File: config.mk
export PLATFORM = sky130hd
export DESIGN_NAME = note_square_tone_generator_unit
export DESIGN_NICKNAME = d
export VERILOG_FILES = /design/src/rtl/nstg_pkg.sv /design/src/rtl/nstg_front.sv /design/src/rtl/nstg_queue.sv /design/src/rtl/nstg_back.sv /design/src/rtl/note_square_tone_generator_unit.sv
export SDC_FILE = /design/constraint.sdc
export NUM_CORES = 2
export LEC_CHECK = 0
export ABC_AREA = 1
export BUFFER_PORTS_ARGS = -buffer_cell sky130_fd_sc_hd__buf_4
export CAP_MARGIN = 20
export CORE_ASPECT_RATIO = 1.25
export CORE_MARGIN = 1
export CORE_UTILIZATION = 55
export CTS_CLUSTER_DIAMETER = 100
export CTS_CLUSTER_SIZE = 30
export DETAILED_ROUTE_END_ITERATION = 10
export PLACE_DENSITY_LB_ADDON = 0.3
export SETUP_SLACK_MARGIN = 0.15
export SLEW_MARGIN = 25
export SYNTH_ARGS = -nofsm -noshare
export SYNTH_HDL_FRONTEND = slang
export SYNTH_HIERARCHICAL = 1
export SYNTH_SLANG_ARGS = --single-unit
export TNS_END_PERCENT = 5
File: constraint.sdc
create_clock -name clk -period 6.35 [get_ports clk]
set_clock_uncertainty 0.15 [all_clocks]
set_input_delay 1.27 -clock clk [delete_from_list [all_inputs] [get_ports clk]]
set_output_delay 1.27 -clock clk [all_outputs]
set_load 0.05 [all_outputs]
File: src/rtl/nstg_pkg.sv
// Shared types, constants and the note step table of the note square tone generator.
// No dependencies; imported by every module of the block.
`default_nettype none

package nstg_pkg;

	localparam logic [1:0] ACT_TICK = 2'd0;
	localparam logic [1:0] ACT_NOTE = 2'd1;
	localparam logic [1:0] ACT_FREQ = 2'd2;
	localparam logic [1:0] ACT_STOP = 2'd3;

	localparam logic [3:0] NOTE_MAX     = 4'd11;
	localparam logic [3:0] TOP_OCTAVE   = 4'd8;
	localparam logic [3:0] TABLE_OCTAVE = 4'd8;

	localparam int unsigned QUEUE_DEPTH = 4;

	// step = 6087*f - 29580 + floor((326125012 - 311*f) / 11025)
	localparam logic [12:0] FSTEP_MUL  = 13'd6087;
	localparam logic [8:0]  FERR_MUL   = 9'd311;
	localparam logic [28:0] FBIAS      = 29'd326125012;
	localparam logic [14:0] FOFFSET    = 15'd29580;
	localparam logic [29:0] FRECIP     = 30'd797831567;
	localparam int unsigned FRECIP_SH  = 43;

	// count = floor(floor(duration*441 / 2) / 5)
	localparam logic [8:0]  DUR_MUL    = 9'd441;
	localparam logic [23:0] DIV5_RECIP = 24'd13421773;
	localparam int unsigned DIV5_SH    = 26;

	localparam logic [14:0] MAG_FULL   = 15'd32767;
	localparam logic [15:0] AMP_FULL   = 16'd32768;

	typedef enum logic [1:0] {
		K_TICK,
		K_PLAY,
		K_REJECT,
		K_STOP
	} kind_t;

	typedef struct packed {
		logic [1:0]  action;
		logic [3:0]  note;
		logic [3:0]  octave;
		logic [19:0] frequency_q4;
		logic [15:0] duration_ms;
		logic        timed;
	} in_item_t;

	typedef struct packed {
		logic signed [15:0] sample;
		logic               playing;
		logic               rejected;
	} out_item_t;

	typedef struct packed {
		kind_t       kind;
		logic [31:0] step;
		logic [21:0] count;
		logic        timed;
	} q_entry_t;

	typedef struct packed {
		logic     valid;
		q_entry_t entry;
	} q_push_t;

	function automatic logic [31:0] note_step(input logic [3:0] note);
		logic [31:0] s;
		case (note)
			4'd0:    s = 32'd407681904;
			4'd1:    s = 32'd431923931;
			4'd2:    s = 32'd457607465;
			4'd3:    s = 32'd484818220;
			4'd4:    s = 32'd513647012;
			4'd5:    s = 32'd544190053;
			4'd6:    s = 32'd576549277;
			4'd7:    s = 32'd610832681;
			4'd8:    s = 32'd647154683;
			4'd9:    s = 32'd685636503;
			4'd10:   s = 32'd726406571;
			4'd11:   s = 32'd769600953;
			default: s = 32'd0;
		endcase
		return s;
	endfunction

endpackage

`default_nettype wire

File: src/rtl/nstg_front.sv
// Front end: accepts items, classifies them and computes phase step and sample count.
// Depends on nstg_pkg; feeds nstg_queue.
`default_nettype none

module nstg_front (
	input  logic               clk,
	input  logic               arst_n,
	input  logic               in_valid,
	output logic               in_ready,
	input  nstg_pkg::in_item_t in_data,
	input  logic               room,
	output logic [1:0]         pipe_cnt,
	output nstg_pkg::q_push_t  push
);
	import nstg_pkg::*;

	logic        accept;
	kind_t       kind_c;
	logic [31:0] nstep_c;
	logic [32:0] p6087_c;
	logic [28:0] e_c;
	logic [24:0] d441_c;

	logic        v_s1;
	kind_t       kind_s1;
	logic        is_freq_s1;
	logic        timed_s1;
	logic [31:0] nstep_s1;
	logic [32:0] p6087_s1;
	logic [28:0] e_s1;
	logic [24:0] d441_s1;

	logic [58:0] fprod_c;
	logic [47:0] dprod_c;

	logic        v_s2;
	kind_t       kind_s2;
	logic        is_freq_s2;
	logic        timed_s2;
	logic [31:0] nstep_s2;
	logic [32:0] p6087_s2;
	logic [15:0] quo_s2;
	logic [21:0] cnt_s2;

	logic [32:0] fstep_c;

	assign in_ready = room;
	assign accept   = in_valid & in_ready;
	assign pipe_cnt = {1'b0, v_s1} + {1'b0, v_s2};

	always_comb begin
		case (in_data.action)
			ACT_TICK: kind_c = K_TICK;
			ACT_NOTE: begin
				if (in_data.note > NOTE_MAX || in_data.octave > TOP_OCTAVE) begin
					kind_c = K_REJECT;
				end else begin
					kind_c = K_PLAY;
				end
			end
			ACT_FREQ: kind_c = K_PLAY;
			default:  kind_c = K_STOP;
		endcase
	end

	assign nstep_c = note_step(in_data.note) >> (TABLE_OCTAVE - in_data.octave);
	assign p6087_c = 33'(FSTEP_MUL) * 33'(in_data.frequency_q4);
	assign e_c     = FBIAS - 29'(29'(FERR_MUL) * 29'(in_data.frequency_q4));
	assign d441_c  = 25'(DUR_MUL) * 25'(in_data.duration_ms);

	assign fprod_c = 59'(e_s1) * 59'(FRECIP);
	assign dprod_c = 48'(d441_s1[24:1]) * 48'(DIV5_RECIP);

	always_ff @(posedge clk or negedge arst_n) begin
		if (!arst_n) begin
			v_s1 <= 1'b0;
			v_s2 <= 1'b0;
		end else begin
			v_s1 <= accept;
			v_s2 <= v_s1;
		end
	end

	always_ff @(posedge clk) begin
		kind_s1    <= kind_c;
		is_freq_s1 <= (in_data.action == ACT_FREQ);
		timed_s1   <= in_data.timed;
		nstep_s1   <= nstep_c;
		p6087_s1   <= p6087_c;
		e_s1       <= e_c;
		d441_s1    <= d441_c;

		kind_s2    <= kind_s1;
		is_freq_s2 <= is_freq_s1;
		timed_s2   <= timed_s1;
		nstep_s2   <= nstep_s1;
		p6087_s2   <= p6087_s1;
		quo_s2     <= fprod_c[FRECIP_SH +: 16];
		cnt_s2     <= dprod_c[DIV5_SH +: 22];
	end

	assign fstep_c = p6087_s2 + 33'(quo_s2) - 33'(FOFFSET);

	always_comb begin
		push.valid       = v_s2;
		push.entry.kind  = kind_s2;
		push.entry.step  = is_freq_s2 ? fstep_c[31:0] : nstep_s2;
		push.entry.count = cnt_s2;
		push.entry.timed = timed_s2;
	end

endmodule

`default_nettype wire

File: src/rtl/nstg_queue.sv
// Short queue between front and back end, with credit for items still in the front.
// Depends on nstg_pkg.
`default_nettype none

module nstg_queue #(
	parameter int unsigned DEPTH = nstg_pkg::QUEUE_DEPTH
) (
	input  logic               clk,
	input  logic               arst_n,
	input  nstg_pkg::q_push_t  push,
	input  logic [1:0]         pipe_cnt,
	output logic               room,
	output logic               pop_valid,
	input  logic               pop_ready,
	output nstg_pkg::q_entry_t pop_entry
);
	import nstg_pkg::*;

	localparam int unsigned PW = (DEPTH > 1) ? $clog2(DEPTH) : 1;
	localparam int unsigned CW = $clog2(DEPTH + 1);
	localparam int unsigned OW = $clog2(DEPTH + 4);

	q_entry_t        entries_q [DEPTH];
	logic [PW-1:0]   wr_ptr_q;
	logic [PW-1:0]   rd_ptr_q;
	logic [CW-1:0]   cnt_q;
	logic            pop;
	logic [OW-1:0]   occ;

	assign pop       = pop_valid & pop_ready;
	assign pop_valid = (cnt_q != '0);
	assign pop_entry = entries_q[rd_ptr_q];
	assign occ       = OW'(cnt_q) + OW'(pipe_cnt);
	assign room      = (occ < OW'(DEPTH));

	always_ff @(posedge clk or negedge arst_n) begin
		if (!arst_n) begin
			wr_ptr_q <= '0;
			rd_ptr_q <= '0;
			cnt_q    <= '0;
		end else begin
			if (push.valid) begin
				wr_ptr_q <= (wr_ptr_q == PW'(DEPTH - 1)) ? '0 : wr_ptr_q + PW'(1);
			end
			if (pop) begin
				rd_ptr_q <= (rd_ptr_q == PW'(DEPTH - 1)) ? '0 : rd_ptr_q + PW'(1);
			end
			if (push.valid && !pop) begin
				cnt_q <= cnt_q + CW'(1);
			end else if (!push.valid && pop) begin
				cnt_q <= cnt_q - CW'(1);
			end
		end
	end

	always_ff @(posedge clk) begin
		if (push.valid) begin
			entries_q[wr_ptr_q] <= push.entry;
		end
	end

endmodule

`default_nettype wire

File: src/rtl/nstg_back.sv
// Back end: tone state, amplitude register and the registered result stage.
// Depends on nstg_pkg; fed by nstg_queue.
`default_nettype none

module nstg_back (
	input  logic                clk,
	input  logic                arst_n,
	input  logic                cfg_valid,
	output logic                cfg_ready,
	input  logic [15:0]         cfg_data,
	input  logic                q_valid,
	output logic                q_ready,
	input  nstg_pkg::q_entry_t  q_entry,
	output logic                out_valid,
	input  logic                out_ready,
	output nstg_pkg::out_item_t out_data
);
	import nstg_pkg::*;

	logic [14:0] mag_q;
	logic [31:0] phase_q;
	logic [31:0] step_q;
	logic        sounding_q;
	logic        armed_q;
	logic [21:0] left_q;
	logic        out_valid_q;
	out_item_t   out_data_q;

	logic [31:0] phase_d;
	logic [31:0] step_d;
	logic        snd_d;
	logic        arm_d;
	logic [21:0] left_d;
	logic [21:0] left_dec;
	logic        pos;
	logic [15:0] smag;
	logic [15:0] sneg;
	out_item_t   res;
	logic        pop;
	logic [14:0] mag_wr;

	assign cfg_ready = 1'b1;
	assign q_ready   = !out_valid_q || out_ready;
	assign pop       = q_valid & q_ready;
	assign out_valid = out_valid_q;
	assign out_data  = out_data_q;

	assign pos      = (phase_q != '0) && !phase_q[31];
	assign smag     = {1'b0, mag_q};
	assign sneg     = 16'd0 - smag;
	assign left_dec = left_q - 22'd1;

	always_comb begin
		if (cfg_data == '0) begin
			mag_wr = '0;
		end else if (cfg_data >= AMP_FULL) begin
			mag_wr = MAG_FULL;
		end else begin
			mag_wr = 15'(cfg_data - 16'd1);
		end
	end

	always_comb begin
		phase_d = phase_q;
		step_d  = step_q;
		snd_d   = sounding_q;
		arm_d   = armed_q;
		left_d  = left_q;
		res     = '0;
		case (q_entry.kind)
			K_TICK: begin
				if (sounding_q) begin
					res.sample = pos ? smag : sneg;
					phase_d    = phase_q + step_q;
					if (armed_q) begin
						left_d = left_dec;
						if (left_dec == '0) begin
							snd_d = 1'b0;
							arm_d = 1'b0;
						end
					end
				end
			end
			K_PLAY: begin
				phase_d = '0;
				step_d  = q_entry.step;
				arm_d   = q_entry.timed && (q_entry.count != '0);
				left_d  = arm_d ? q_entry.count : '0;
				snd_d   = !q_entry.timed || (q_entry.count != '0);
			end
			K_REJECT: begin
				res.rejected = 1'b1;
			end
			K_STOP: begin
				snd_d  = 1'b0;
				arm_d  = 1'b0;
				left_d = '0;
			end
			default: begin
				res = '0;
			end
		endcase
		res.playing = snd_d;
	end

	always_ff @(posedge clk or negedge arst_n) begin
		if (!arst_n) begin
			mag_q       <= MAG_FULL;
			phase_q     <= '0;
			step_q      <= '0;
			sounding_q  <= 1'b0;
			armed_q     <= 1'b0;
			left_q      <= '0;
			out_valid_q <= 1'b0;
		end else begin
			if (cfg_valid) begin
				mag_q <= mag_wr;
			end
			if (pop) begin
				phase_q    <= phase_d;
				step_q     <= step_d;
				sounding_q <= snd_d;
				armed_q    <= arm_d;
				left_q     <= left_d;
			end
			if (q_ready) begin
				out_valid_q <= q_valid;
			end
		end
	end

	always_ff @(posedge clk) begin
		if (pop) begin
			out_data_q <= res;
		end
	end

endmodule

`default_nettype wire

File: src/rtl/note_square_tone_generator_unit.sv
// Top level of the note square tone generator: front end, queue and back end.
// Depends on nstg_pkg, nstg_front, nstg_queue and nstg_back.
//
//   channel | direction | payload          | handshake
//   --------+-----------+------------------+---------------------
//   in      | input     | in_data  (47 b)  | in_valid / in_ready
//   out     | output    | out_data (18 b)  | out_valid / out_ready
//   cfg     | input     | cfg_data (16 b)  | cfg_valid / cfg_ready
//
// One item per cycle sustained while out_ready is high and the queue has room; each item passes
// two front stages for the step and count arithmetic, the queue and the result register.
// in_ready drops once the queue plus the two front stages hold QDEPTH items.
// cfg_ready is always high; reset sets amplitude to full scale and stops the tone.
// The back end stalls only on out_ready; the front end keeps filling the queue.
`default_nettype none

module note_square_tone_generator_unit #(
	parameter int unsigned QDEPTH = nstg_pkg::QUEUE_DEPTH
) (
	input  logic                clk,
	input  logic                arst_n,
	input  logic                in_valid,
	output logic                in_ready,
	input  nstg_pkg::in_item_t  in_data,
	output logic                out_valid,
	input  logic                out_ready,
	output nstg_pkg::out_item_t out_data,
	input  logic                cfg_valid,
	output logic                cfg_ready,
	input  logic [15:0]         cfg_data
);
	import nstg_pkg::*;

	q_push_t    push;
	logic [1:0] pipe_cnt;
	logic       room;
	logic       q_valid;
	logic       q_ready;
	q_entry_t   q_entry;

	nstg_front u_front (
		.clk      (clk),
		.arst_n   (arst_n),
		.in_valid (in_valid),
		.in_ready (in_ready),
		.in_data  (in_data),
		.room     (room),
		.pipe_cnt (pipe_cnt),
		.push     (push)
	);

	nstg_queue #(
		.DEPTH (QDEPTH)
	) u_queue (
		.clk       (clk),
		.arst_n    (arst_n),
		.push      (push),
		.pipe_cnt  (pipe_cnt),
		.room      (room),
		.pop_valid (q_valid),
		.pop_ready (q_ready),
		.pop_entry (q_entry)
	);

	nstg_back u_back (
		.clk       (clk),
		.arst_n    (arst_n),
		.cfg_valid (cfg_valid),
		.cfg_ready (cfg_ready),
		.cfg_data  (cfg_data),
		.q_valid   (q_valid),
		.q_ready   (q_ready),
		.q_entry   (q_entry),
		.out_valid (out_valid),
		.out_ready (out_ready),
		.out_data  (out_data)
	);

endmodule

`default_nettype wire

==> impl_summary.log <==
INFO  metric hold_path.startpoint = u_front/p6087_s1[21]
INFO  metric cp_max_fo = 4
INFO  metric setup.worst_path.end_class = flop
INFO  metric starting_utilization_of_the_core_area = a little under three fifths
INFO  metric syn_area_per_cell = ~8.8 sq um
INFO  metric critical_path_arrival = 6540 ps
INFO  metric critPathMaxStageDelay = 550 ps
INFO  metric maxSlewViolCount = 0
INFO  metric cts_buffer_depth = 3
INFO  metric reg2reg_from = u_front/e_s1[19]
INFO  metric multiInputGateArea = between 0.04 and 0.05 sq mm
INFO  metric firstDrtPassIters = 6
INFO  metric detail_route.drc_violations = 0
INFO  metric synth_ff_type = sky130_fd_sc_hd__edfxtp_1
INFO  metric port_buffers = 87
INFO  metric outcome = completed
INFO  metric hp-class = reg2reg
INFO  metric setup-violations-final = 0
INFO  metric synthToLayoutAreaGrowth = 7.41%
INFO  metric grt_pass1_wl = 267000 um
INFO  metric pin_count_of_the_biggest_net_entering_global_routing = a little over 90
INFO  metric drive_above_1_share = between 8 and 9%
INFO  metric cts_htree_levels = 1
INFO  metric max_cap_viol_count = 0
INFO  metric reg2regPathDepth = 21
INFO  metric fin_ws = 229 ps
INFO  metric path_common_cell = sky130_fd_sc_hd__fa_1
INFO  metric synth-seq-cells = 581
INFO  metric timing_worst_slew_pin_value = 1010 ps
INFO  metric routed_wirelength = ~170000 um
INFO  metric clkLatencyLatePin = around 660 ps
INFO  metric global_route.overflow_total = 0
INFO  metric cts_num_sinks = 581
INFO  metric cp_slowest_cell = sky130_fd_sc_hd__fa_1
INFO  metric synth_edf_count = 246
INFO  metric die-height = 390 um
INFO  metric gp_congestion = between 1 and 1.5
INFO  metric area_of_the_die = between 0.1 and 0.15 sq mm
INFO  metric most_common_library_cell_in_the_layout_ignoring_fill_and_taps = sky130_fd_sc_hd__inv_1
INFO  metric syn_nets = 9349
INFO  metric grt_setup_unrepaired = true
INFO  metric tritoncts = built
INFO  metric worst_ep_required_time = approximately 6800 ps
INFO  metric wire_per_inst = 17.9 um
INFO  metric postSynthCellCount = 7523
INFO  metric drt_iter0_markers = 2762
INFO  metric finalHoldViolations = 0
INFO  metric path_cells = fa_2 > buf_4 > fa_1 > inv_1 > fa_1 > fa_1 > inv_1 > fa_1 > fa_1 > fa_1 > ha_1 > ha_1 > nand2_2 > nor2_2 > inv_1 > nor2_2 > inv_1 > nor4_2 > nand2_1 > nand3_1 > nand2_1
INFO  metric half_perimeter_wire_length_of_the_detailed_placement_result = approximately 140000 um
INFO  metric worst-path-buf-inv = 5
INFO  metric crit-reg2reg-capture = u_front/quo_s2[5]
INFO  metric area_of_all_sequential_standard_cells = 0.0147 sq mm
INFO  metric num_io_pins = 89
INFO  metric max_freq = 163 MHz
INFO  metric hold_path_end = u_front/p6087_s2[21]
INFO  metric synth-warning-count = 6
INFO  metric fp_rows = 142
INFO  metric min_path_cells = 0
INFO  metric placement.setup.worst_slack = -55.2 ps
INFO  metric finalCritPeriodShare = 96.4%
INFO  metric dieWidth = 313 um
INFO  metric synth_async_sr_flop_share = roughly a fifth
INFO  metric number_of_global_route_vias_before_repair = 51800
INFO  metric most-common-layout-cells = sky130_fd_sc_hd__inv_1 (1807), sky130_fd_sc_hd__nand2_1 (1234), sky130_fd_sc_hd__ha_1 (935), sky130_fd_sc_hd__fa_1 (782), sky130_fd_sc_hd__nor2_1 (426)
INFO  metric timing.critical_path.max_delay_family = adder cells
INFO  metric critical_path.startpoint_type = flop
INFO  metric synth.distinct_cells = 67
INFO  metric fillers = around 10000
INFO  metric placeableCoreArea = 0.120 sq mm
INFO  metric path_class = reg2reg
INFO  metric grt_usage = 27.7%
INFO  metric dpl_cell_area = 0.0695 sq mm
INFO  metric route.vias.total = 49500
INFO  metric cts_root_buffer = sky130_fd_sc_hd__clkbuf_16
INFO  metric clk_pin_slew = roughly 110 ps
INFO  metric route.detailed.vias_per_inst = 5.31
INFO  metric yosysSeqAreaShare = between 20 and 25%
INFO  metric finalInstanceArea = 0.0712 sq mm
INFO  metric number_of_buffers_created_by_cts = 29
INFO  metric timing.slew.headroom = 32.5%
INFO  metric layout_min_cycle_time = 6120 ps
INFO  metric synthesis.area = 0.0663 sq mm
INFO  metric r2r_slack = 230 ps
INFO  metric antenna_found_initial = 2
INFO  metric antenna_violating_nets_post_route = 0
INFO  metric design.final.nets = between 9000 and 10000
[synthesized netlist by cell type, types with 3 or more instances]
cell type / n / share of area, %
sky130_fd_sc_hd__o22ai_1: 10 / 0.094
sky130_fd_sc_hd__o21ai_0: 255 / 1.9
sky130_fd_sc_hd__nor2_1: 453 / 2.6
sky130_fd_sc_hd__o211ai_2: 82 / 1.5
sky130_fd_sc_hd__o21ai_2: 4 / 0.053
sky130_fd_sc_hd__nand4_1: 52 / 0.49
sky130_fd_sc_hd__a21o_1: 24 / 0.27
sky130_fd_sc_hd__inv_2: 9 / 0.051
sky130_fd_sc_hd__a21boi_0: 11 / 0.12
sky130_fd_sc_hd__xor2_1: 69 / 0.91
sky130_fd_sc_hd__nand2_1: 1251 / 7.1
sky130_fd_sc_hd__nor3_1: 75 / 0.57
sky130_fd_sc_hd__dfstp_2: 15 / 0.59
sky130_fd_sc_hd__a22oi_1: 10 / 0.11
sky130_fd_sc_hd__fa_1: 799 / 24
sky130_fd_sc_hd__o21bai_1: 39 / 0.44
sky130_fd_sc_hd__o31ai_1: 5 / 0.057
sky130_fd_sc_hd__buf_4: 9 / 0.10
sky130_fd_sc_hd__nor2_4: 3 / 0.051
sky130_fd_sc_hd__o21a_1: 22 / 0.25
sky130_fd_sc_hd__nor2_2: 6 / 0.057
sky130_fd_sc_hd__mux2_2: 32 / 0.54
sky130_fd_sc_hd__dfxtp_1: 222 / 6.7
sky130_fd_sc_hd__buf_6: 26 / 0.44
sky130_fd_sc_hd__nand2_2: 4 / 0.038
sky130_fd_sc_hd__inv_1: 1825 / 10
sky130_fd_sc_hd__nor4_1: 22 / 0.21
sky130_fd_sc_hd__nand3b_1: 8 / 0.091
sky130_fd_sc_hd__ha_1: 959 / 18
sky130_fd_sc_hd__buf_1: 9 / 0.051
sky130_fd_sc_hd__o21ai_1: 39 / 0.29
sky130_fd_sc_hd__or2_2: 8 / 0.075
sky130_fd_sc_hd__o211ai_1: 67 / 0.76
sky130_fd_sc_hd__a31oi_1: 9 / 0.085
sky130_fd_sc_hd__dfrtp_1: 98 / 3.7
sky130_fd_sc_hd__buf_2: 15 / 0.11
sky130_fd_sc_hd__edfxtp_1: 246 / 11
sky130_fd_sc_hd__nand3_1: 272 / 2.1
sky130_fd_sc_hd__a21oi_1: 358 / 2.7
sky130_fd_sc_hd__clkbuf_1: 32 / 0.18
sky130_fd_sc_hd__xnor2_1: 39 / 0.52
[what timing repair did]
item                                    4_1_cts  5_1_grt
buffers inserted                              0        7
hold buffers                                  0        0
pin swaps                                     0       35
resized for setup                             7      179
endpoints found under the setup margin       15       25
[area by class of cell]
class | count | area share, %
clock buffer | 39 | 1.07
tap | 1584 | 2.78
clock inverter | 15 | 0.346
timing repair buffer | 252 | 2.66
antenna | 1 | 0.00351
multi-input combinational | 5012 | 62.8
sequential | 581 | 20.7
inverter | 1837 | 9.69
[layer usage]
| metal | track usage [%] | vias to the layer above | part of all wire (%) |
|---|---|---|---|
| li1 | - | 24100 | - |
| met1 | 32.5 | 23900 | 40 |
| met2 | 51.2 | 1088 | 51 |
| met3 | 2.07 | 379 | 3.4 |
| met4 | 12.6 | 0 | 5.3 |
| met5 | 0 | - | 0 |
[worst max-delay path by stage]
stage                                start                end  cells past startpoint
after floorplan           u_front/e_s1[14]  u_front/quo_s2[1]                     22
after global placement     u_front/e_s1[9]  u_front/quo_s2[1]                     23
after detailed placement   u_front/e_s1[9]  u_front/quo_s2[1]                     21
after CTS                 u_front/e_s1[27]  u_front/quo_s2[3]                     23
after global routing      u_front/e_s1[14]  u_front/quo_s2[5]                     23
final                     u_front/e_s1[19]  u_front/quo_s2[5]                     21
[cell families after synthesis]
kind of cell | count (synthesis) | share of synthesized area [%]
AND/OR/NAND/NOR | 2161 | 13.4
buffers and inverters | 1930 | 11.3
adder cells (fa/ha/maj) | 1758 | 42.2
AO/OA/AOI/OAI | 951 | 8.94
flip-flops | 581 | 22.1
XOR/XNOR | 109 | 1.45
multiplexers | 32 | 0.543
other | 1 | 0.00566
[state kept, by name, indices dropped and copies added, names as in the netlist, 3 cells and up]
register	cells
u_back/left_q	22
u_back/mag_q	15
u_back/out_data	18
u_back/phase_q	32
u_back/step_q	32
u_front/cnt_s2	22
u_front/d441_s1	24
u_front/e_s1	29
u_front/nstep_s1	30
u_front/nstep_s2	30
u_front/p6087_s1	31
u_front/p6087_s2	32
u_front/quo_s2	16
u_queue/cnt_q	3
u_queue/entries_q	228
[metrics by stage]
step	hold WS (ps)	setup TNS (ps)	util, %	instances
2_1_floorplan	160	0	-	7523
3_3_place_gp	160	-8.77	58.1	9259
3_5_place_dp	162	-55.2	58.1	9259
4_1_cts	181	0	58.9	9313
5_1_grt	188	-20.0	59.5	9320
6_report	183	0	59.5	9321
Power is left out: the tool's default activity adds up to more than one toggle a clock period on the data nets, which glitch-free logic cannot reach.
